[src/sv/tec_pkg.sv]
// Shared types and constants for the texture environment combine unit.
package tec_pkg;

  localparam int unsigned CH_W = 16;
  localparam int unsigned BYTE_W = 8;
  localparam int unsigned NUM_CH = 4;

  localparam logic [2:0] MODE_ADD = 3'd0;
  localparam logic [2:0] MODE_BLEND = 3'd1;
  localparam logic [2:0] MODE_DECAL = 3'd2;
  localparam logic [2:0] MODE_MODULATE = 3'd3;
  localparam logic [2:0] MODE_REPLACE = 3'd4;

  localparam logic [2:0] FMT_LUM = 3'd0;
  localparam logic [2:0] FMT_RGB = 3'd1;
  localparam logic [2:0] FMT_ALPHA = 3'd2;
  localparam logic [2:0] FMT_LUM_ALPHA = 3'd3;
  localparam logic [2:0] FMT_RGBA = 3'd4;

  localparam logic [2:0] REG_STAGE_EN = 3'd0;
  localparam logic [2:0] REG_TEX_INCOMPLETE = 3'd1;
  localparam logic [2:0] REG_ENV_MODE = 3'd2;
  localparam logic [2:0] REG_BASE_FORMAT = 3'd3;
  localparam logic [2:0] REG_ENV_RED = 3'd4;
  localparam logic [2:0] REG_ENV_GREEN = 3'd5;
  localparam logic [2:0] REG_ENV_BLUE = 3'd6;

  typedef enum logic [2:0] {
    LOP_KEEP,
    LOP_ADD,
    LOP_MUL,
    LOP_LERP,
    LOP_TEX
  } lane_op_t;

  typedef struct packed {
    lane_op_t op;
    logic     use_env;
    logic     use_tex_alpha;
  } lane_ctrl_t;

endpackage

[src/sv/tec_lane.sv]
// One color channel of the combine: saturating add, scaled multiply, lerp or select.
module tec_lane (
  input  logic [15:0]        frag,
  input  logic [15:0]        tex,
  input  logic [15:0]        env,
  input  logic [15:0]        tex_alpha,
  input  tec_pkg::lane_ctrl_t ctrl,
  output logic [15:0]        result
);
  import tec_pkg::*;

  logic [15:0]        target;
  logic [15:0]        weight;
  logic [16:0]        weight_exp;
  logic signed [16:0] factor;
  logic signed [35:0] prod;
  logic [15:0]        scaled;
  logic [16:0]        sum;

  always_comb begin
    target = ctrl.use_env ? env : tex;
    weight = ctrl.use_tex_alpha ? tex_alpha : tex;
    weight_exp = {1'b0, weight} + {16'd0, weight[15]};
    if (ctrl.op == LOP_LERP) begin
      factor = $signed({1'b0, target}) - $signed({1'b0, frag});
    end else begin
      factor = $signed({1'b0, frag});
    end
    prod = $signed({factor[16], factor}) * $signed({1'b0, weight_exp});
    scaled = prod[31:16];
    sum = {1'b0, frag} + {1'b0, tex};
    case (ctrl.op)
      LOP_ADD:  result = sum[16] ? 16'hFFFF : sum[15:0];
      LOP_MUL:  result = scaled;
      LOP_LERP: result = frag + scaled;
      LOP_TEX:  result = tex;
      default:  result = frag;
    endcase
  end

endmodule

[src/sv/texture_env_combine_unit.sv]
// Top level of the texture environment combine unit: config registers, decode, pipeline.
//
// channel  dir  payload
// s_*      in   frag_red..frag_alpha, tex_red..tex_alpha (16 bits each)
// m_*      out  out_red..out_alpha (16 bits), byte_red..byte_alpha (8 bits)
// cfg_*    in   cfg_index selects register, cfg_data carries its value
//
// Each beat passes an input register, then one pass through the four channel
// lanes (one 18x18 multiply and one add each) into the result register. One beat is
// accepted per cycle unless both stages are full and stalled; a stalled result holds while the input
// register keeps its beat. Reset empties both stages and restores the config defaults.
module texture_env_combine_unit (
  input  logic         clk,
  input  logic         rst,
  input  logic         s_tvalid,
  output logic         s_tready,
  // frag_red, frag_green, frag_blue, frag_alpha, tex_red, tex_green, tex_blue, tex_alpha
  input  logic [127:0] s_tdata,
  output logic         m_tvalid,
  input  logic         m_tready,
  // out_red, out_green, out_blue, out_alpha, byte_red, byte_green, byte_blue, byte_alpha
  output logic [95:0]  m_tdata,
  input  logic         cfg_valid,
  output logic         cfg_ready,
  input  logic [2:0]   cfg_index,
  input  logic [15:0]  cfg_data
);
  import tec_pkg::*;

  logic        stage_en;
  logic        tex_incomplete;
  logic [2:0]  env_mode;
  logic [2:0]  base_format;
  logic [15:0] env_red;
  logic [15:0] env_green;
  logic [15:0] env_blue;

  logic              in_valid;
  logic [3:0][15:0]  in_frag;
  logic [3:0][15:0]  in_tex;
  logic              out_valid;
  logic [3:0][15:0]  out_chan;
  logic              advance;

  logic [2:0]        fmt_eff;
  lane_ctrl_t        ctrl [4];
  logic [3:0][15:0]  env_vec;
  logic [3:0][15:0]  lane_result;

  assign cfg_ready = 1'b1;

  always_ff @(posedge clk) begin
    if (rst) begin
      stage_en <= 1'b0;
      tex_incomplete <= 1'b0;
      env_mode <= MODE_MODULATE;
      base_format <= FMT_RGBA;
      env_red <= '0;
      env_green <= '0;
      env_blue <= '0;
    end else if (cfg_valid && cfg_ready) begin
      case (cfg_index)
        REG_STAGE_EN:       stage_en <= cfg_data[0];
        REG_TEX_INCOMPLETE: tex_incomplete <= cfg_data[0];
        REG_ENV_MODE:       env_mode <= cfg_data[2:0];
        REG_BASE_FORMAT:    base_format <= cfg_data[2:0];
        REG_ENV_RED:        env_red <= cfg_data;
        REG_ENV_GREEN:      env_green <= cfg_data;
        REG_ENV_BLUE:       env_blue <= cfg_data;
        default: ;
      endcase
    end
  end

  assign advance = !out_valid || m_tready;
  assign s_tready = !in_valid || advance;

  always_ff @(posedge clk) begin
    if (rst) begin
      in_valid <= 1'b0;
    end else if (s_tready) begin
      in_valid <= s_tvalid;
    end
  end

  always_ff @(posedge clk) begin
    if (s_tvalid && s_tready) begin
      in_frag <= s_tdata[63:0];
      in_tex <= s_tdata[127:64];
    end
  end

  always_comb begin
    if (tex_incomplete || base_format > FMT_RGBA) begin
      fmt_eff = FMT_RGBA;
    end else begin
      fmt_eff = base_format;
    end
    for (int i = 0; i < 4; i++) begin
      ctrl[i] = '{op: LOP_KEEP, use_env: 1'b0, use_tex_alpha: 1'b0};
    end
    if (stage_en) begin
      case (env_mode)
        MODE_ADD: begin
          for (int i = 0; i < 4; i++) ctrl[i].op = LOP_ADD;
        end
        MODE_BLEND: begin
          for (int i = 0; i < 3; i++) begin
            ctrl[i].op = LOP_LERP;
            ctrl[i].use_env = 1'b1;
          end
          ctrl[3].op = LOP_MUL;
        end
        MODE_DECAL: begin
          for (int i = 0; i < 3; i++) begin
            ctrl[i].op = LOP_LERP;
            ctrl[i].use_tex_alpha = 1'b1;
          end
        end
        MODE_MODULATE: begin
          if (fmt_eff != FMT_ALPHA) begin
            for (int i = 0; i < 3; i++) ctrl[i].op = LOP_MUL;
          end
          ctrl[3].op = LOP_MUL;
        end
        MODE_REPLACE: begin
          if (fmt_eff inside {FMT_LUM, FMT_RGB}) begin
            for (int i = 0; i < 3; i++) ctrl[i].op = LOP_TEX;
          end else if (fmt_eff == FMT_ALPHA) begin
            ctrl[3].op = LOP_TEX;
          end else begin
            for (int i = 0; i < 4; i++) ctrl[i].op = LOP_TEX;
          end
        end
        default: ;
      endcase
    end
  end

  assign env_vec = {16'd0, env_blue, env_green, env_red};

  for (genvar g = 0; g < 4; g++) begin : g_lane
    tec_lane u_lane (
      .frag      (in_frag[g]),
      .tex       (in_tex[g]),
      .env       (env_vec[g]),
      .tex_alpha (in_tex[3]),
      .ctrl      (ctrl[g]),
      .result    (lane_result[g])
    );
  end

  always_ff @(posedge clk) begin
    if (rst) begin
      out_valid <= 1'b0;
    end else if (advance) begin
      out_valid <= in_valid;
    end
  end

  always_ff @(posedge clk) begin
    if (advance && in_valid) begin
      out_chan <= lane_result;
    end
  end

  assign m_tvalid = out_valid;
  assign m_tdata = {out_chan[3][15:8], out_chan[2][15:8], out_chan[1][15:8],
                    out_chan[0][15:8], out_chan[3], out_chan[2], out_chan[1],
                    out_chan[0]};

endmodule

[config.mk]
export PLATFORM = sky130hd
export DESIGN_NAME = texture_env_combine_unit
export DESIGN_NICKNAME = d
export VERILOG_FILES = /design/src/sv/tec_pkg.sv /design/src/sv/tec_lane.sv /design/src/sv/texture_env_combine_unit.sv
export SDC_FILE = /design/constraint.sdc
export NUM_CORES = 2
export LEC_CHECK = 0
export BUFFER_PORTS_ARGS = -buffer_cell sky130_fd_sc_hd__buf_2
export CAP_MARGIN = 20
export CORE_MARGIN = 8
export CORE_UTILIZATION = 65
export DETAILED_ROUTE_END_ITERATION = 10
export PLACE_DENSITY = 0.83
export SLEW_MARGIN = 5
export SYNTH_ARGS = -nofsm -noshare
export SYNTH_HDL_FRONTEND = slang
export SYNTH_HIERARCHICAL = 1
export SYNTH_SLANG_ARGS = --single-unit
[constraint.sdc]
create_clock -name clk -period 15 [get_ports clk]
set_input_delay 1.5 -clock clk [delete_from_list [all_inputs] [get_ports clk]]
set_output_delay 1.5 -clock clk [all_outputs]
set_load 0.01 [all_outputs]
==> qor.txt <==
Worst Path Buf+Inv -> 7
CTS Hold Buffers Added -> 0
xor/xnor share of the synthesized area -> 4.57%
Setup Viol. Count Final -> 0
flop and latch count out of synthesis -> 250
DRT iter0 DRCs -> 5210
CP Launch Type -> flop
Wirelength per Cell -> 22.3 um
drt via density -> 6.09
core area -> 0.0914 mm2
pre-CTS WS -> 1.91 ns
drt first pass iters -> 6
Slew @ Worst Pin -> 1.17 ns
final instance count without filler cells -> 8263
IO Pins -> 251
clock-pin slew on the worst setup and hold paths -> 0.08 ns
critical path arrival -> 13.68 ns
most frequent cells in the layout -> 1261 x inv_1, 904 x fa_1, 849 x nand2_1, 632 x ha_1, 525 x nor2_1
f_max -> 0.0752 GHz
share of cells above drive strength 1 -> 8.83%
Adder-Cell Fraction of Synth Area -> 43.5%
prevailing post-synth register cell -> edfxtp_1
kind of cell adding the most delay to the critical path -> adder cells
Synth top area share -> 30.3%
Critical Path Slowest Stage Cell -> a21oi_1
cell taking the most area after synthesis -> fa_1
area occupied by multi-input gates -> 0.0472 mm2
full die area -> 0.102 mm2
Max stage delay on crit path -> 0.74 ns
final setup TNS -> 0 ns
gr ovfl total -> 0
crit share post-route -> 88.7%
sequential standard cell area -> 0.00693 mm2
Avg Cell Area, Syn -> 8.72 um2
total number of yosys warnings -> 6
Post-CTS Repair Setup Buffers -> 0
worst setup margin -> 1.70 ns
sequential area share after synthesis -> 11.6%
DRC -> 0
Compound-Gate Fraction of Synth Area -> 10.8%
Crit path top cell by count -> fa_1
Post-Place Cells -> 8193
RSZ-0062 raised after global routing -> no
die height -> 319 um
Worst-Skew Late Latency -> 0.66 ns
crit end category -> flop
max-slew violation count -> 0
global-route wire length before repair -> 287000 um
Routability Congestion -> 0.991
Total Routing Usage GR -> 35.8%
fill cell count -> 7015
critical path class -> flop to flop
Design Area, Final -> 0.0637 mm2
Routed Antenna Nets -> 0
HP Class -> flop to flop
Max clock buf depth -> 3
commonest non-fill, non-tap cell in the layout -> inv_1
CTS sink count -> 250
Post-DP HPWL -> 147000 um
Tmin final -> 13.30 ns
Std-Cell Rows -> 111
placed cell area -> 0.0626 mm2
starting density of the core -> 65.4%
Area contributors post-synth -> fa_1 30%, ha_1 13%, edfxtp_1 9.6%, inv_1 7.9%, nand2_1 5.3%
port buffer count -> 249
Vias -> 50300
vias in the first global route -> 52200
CTS H-tree lvls -> 1
post-synthesis mux area share -> 3.45%
CTS tree -> yes
Synth Area in Simple Gates -> 16.3%
final WL -> 184000 um
Synth cell types -> 128
CTS resizes -> 0
clock root buffer master -> clkbuf_16
clock buffer count from CTS -> 29
register-to-register setup slack -> 1.70 ns
Max Cap Viol -> 0
largest family of logic cells by synthesized area -> adder cells
Synth-to-Final Area Change -> 6.50%
Crit Path Max Fanout -> 29
post-synthesis cell area -> 0.0598 mm2
initial antenna violation count -> 15
Final Skew -> 0.0314 ns
largest net degree at the start of global routing -> 78
Die X-Extent -> 319 um
final-stage net count -> 8735
outcome -> finished, final reports clean
final hold vios -> 0
number of synthesized flops with an enable pin -> 192
worst path required time -> 15.38 ns
FFs w/ async S/R, synth -> 0%
Mapped Cells -> 6854
Rel. slew slack -> 21.7%
==> worst paths after layout <==
path | startpoint | end | depth (start not counted)
setup / recovery | env_mode[0] | m_tdata[15] | 42
hold / removal | env_red[12] | env_red[12] | 2
setup reg to reg | env_mode[0] | m_tdata[15] | 42
hold reg to reg | env_red[12] | env_red[12] | 2
==> metrics by stage <==
step / hold slack (ns) / util, %
6_report: 0.475 / 69.7
5_1_grt: 0.493 / 69.7
4_1_cts: 0.475 / 69.6
3_5_place_dp: 0.461 / 68.5
3_3_place_gp: 0.446 / 68.4
2_1_floorplan: 0.434 / -
==> per-layer routing <==
layer | routed length (um) | global-route usage [%] | vias up
met4 | 10800 | 16.9 | 8
met2 | 81400 | 56.6 | 2984
li1 | - | - | 22300
met5 | 58 | 0 | -
met1 | 69000 | 46.4 | 24300
met3 | 22800 | 8.85 | 678
==> layout make-up <==
class | instances | share of cell area (%)
Clock buffer | 35 | 1.34
Multi-Input combinational cell | 5120 | 74.2
Clock inverter | 19 | 0.253
Antenna cell | 7 | 0.0275
Timing Repair Buffer | 379 | 3.51
Inverter | 1267 | 7.47
Sequential cell | 250 | 10.9
Tap cell | 1186 | 2.33
==> cells in the mapped netlist, drive strengths merged, types with 65 or more instances <==
cell and n:
nand2 851, mux2 73, inv 1262, xor2 118
o21a 65, nor2 527, nand2b 133, mux2i 120
edfxtp 192, a21o 72, buf 72, and2 182
ha 632, nand3 70, a21oi 238, o21ai 251
nor2b 72, xnor2 180, clkbuf 167, nor3 72
fa 904
==> tightest hold or removal path, stage by stage (launching register included) <==
cell and delay [ns]:
dfxtp_1 0.31, nand2b_1 0.06, mux2i_1 0.06
==> cells by family (layout without fill, tap and decap cells) <==
group	Yosys count	after routing
multiplexers	194	194
adder cells (fa/ha/maj)	1536	1536
XOR/XNOR	303	303
AND/OR/NAND/NOR	2088	2088
other	2	31
flip-flops	250	250
AO/OA/AOI/OAI	975	975
buffers and inverters	1506	1700
==> registers in the layout, indices dropped and copies added, names as in the netlist, 3 cells and up <==
name	cells
base_format	3
env_red	16
env_mode	3
in_frag	64
env_blue	16
in_tex	64
m_tdata	64
env_green	16
Power is not shown: default switching activity piles up to over one toggle a cycle in this logic, so the estimate is an artifact.
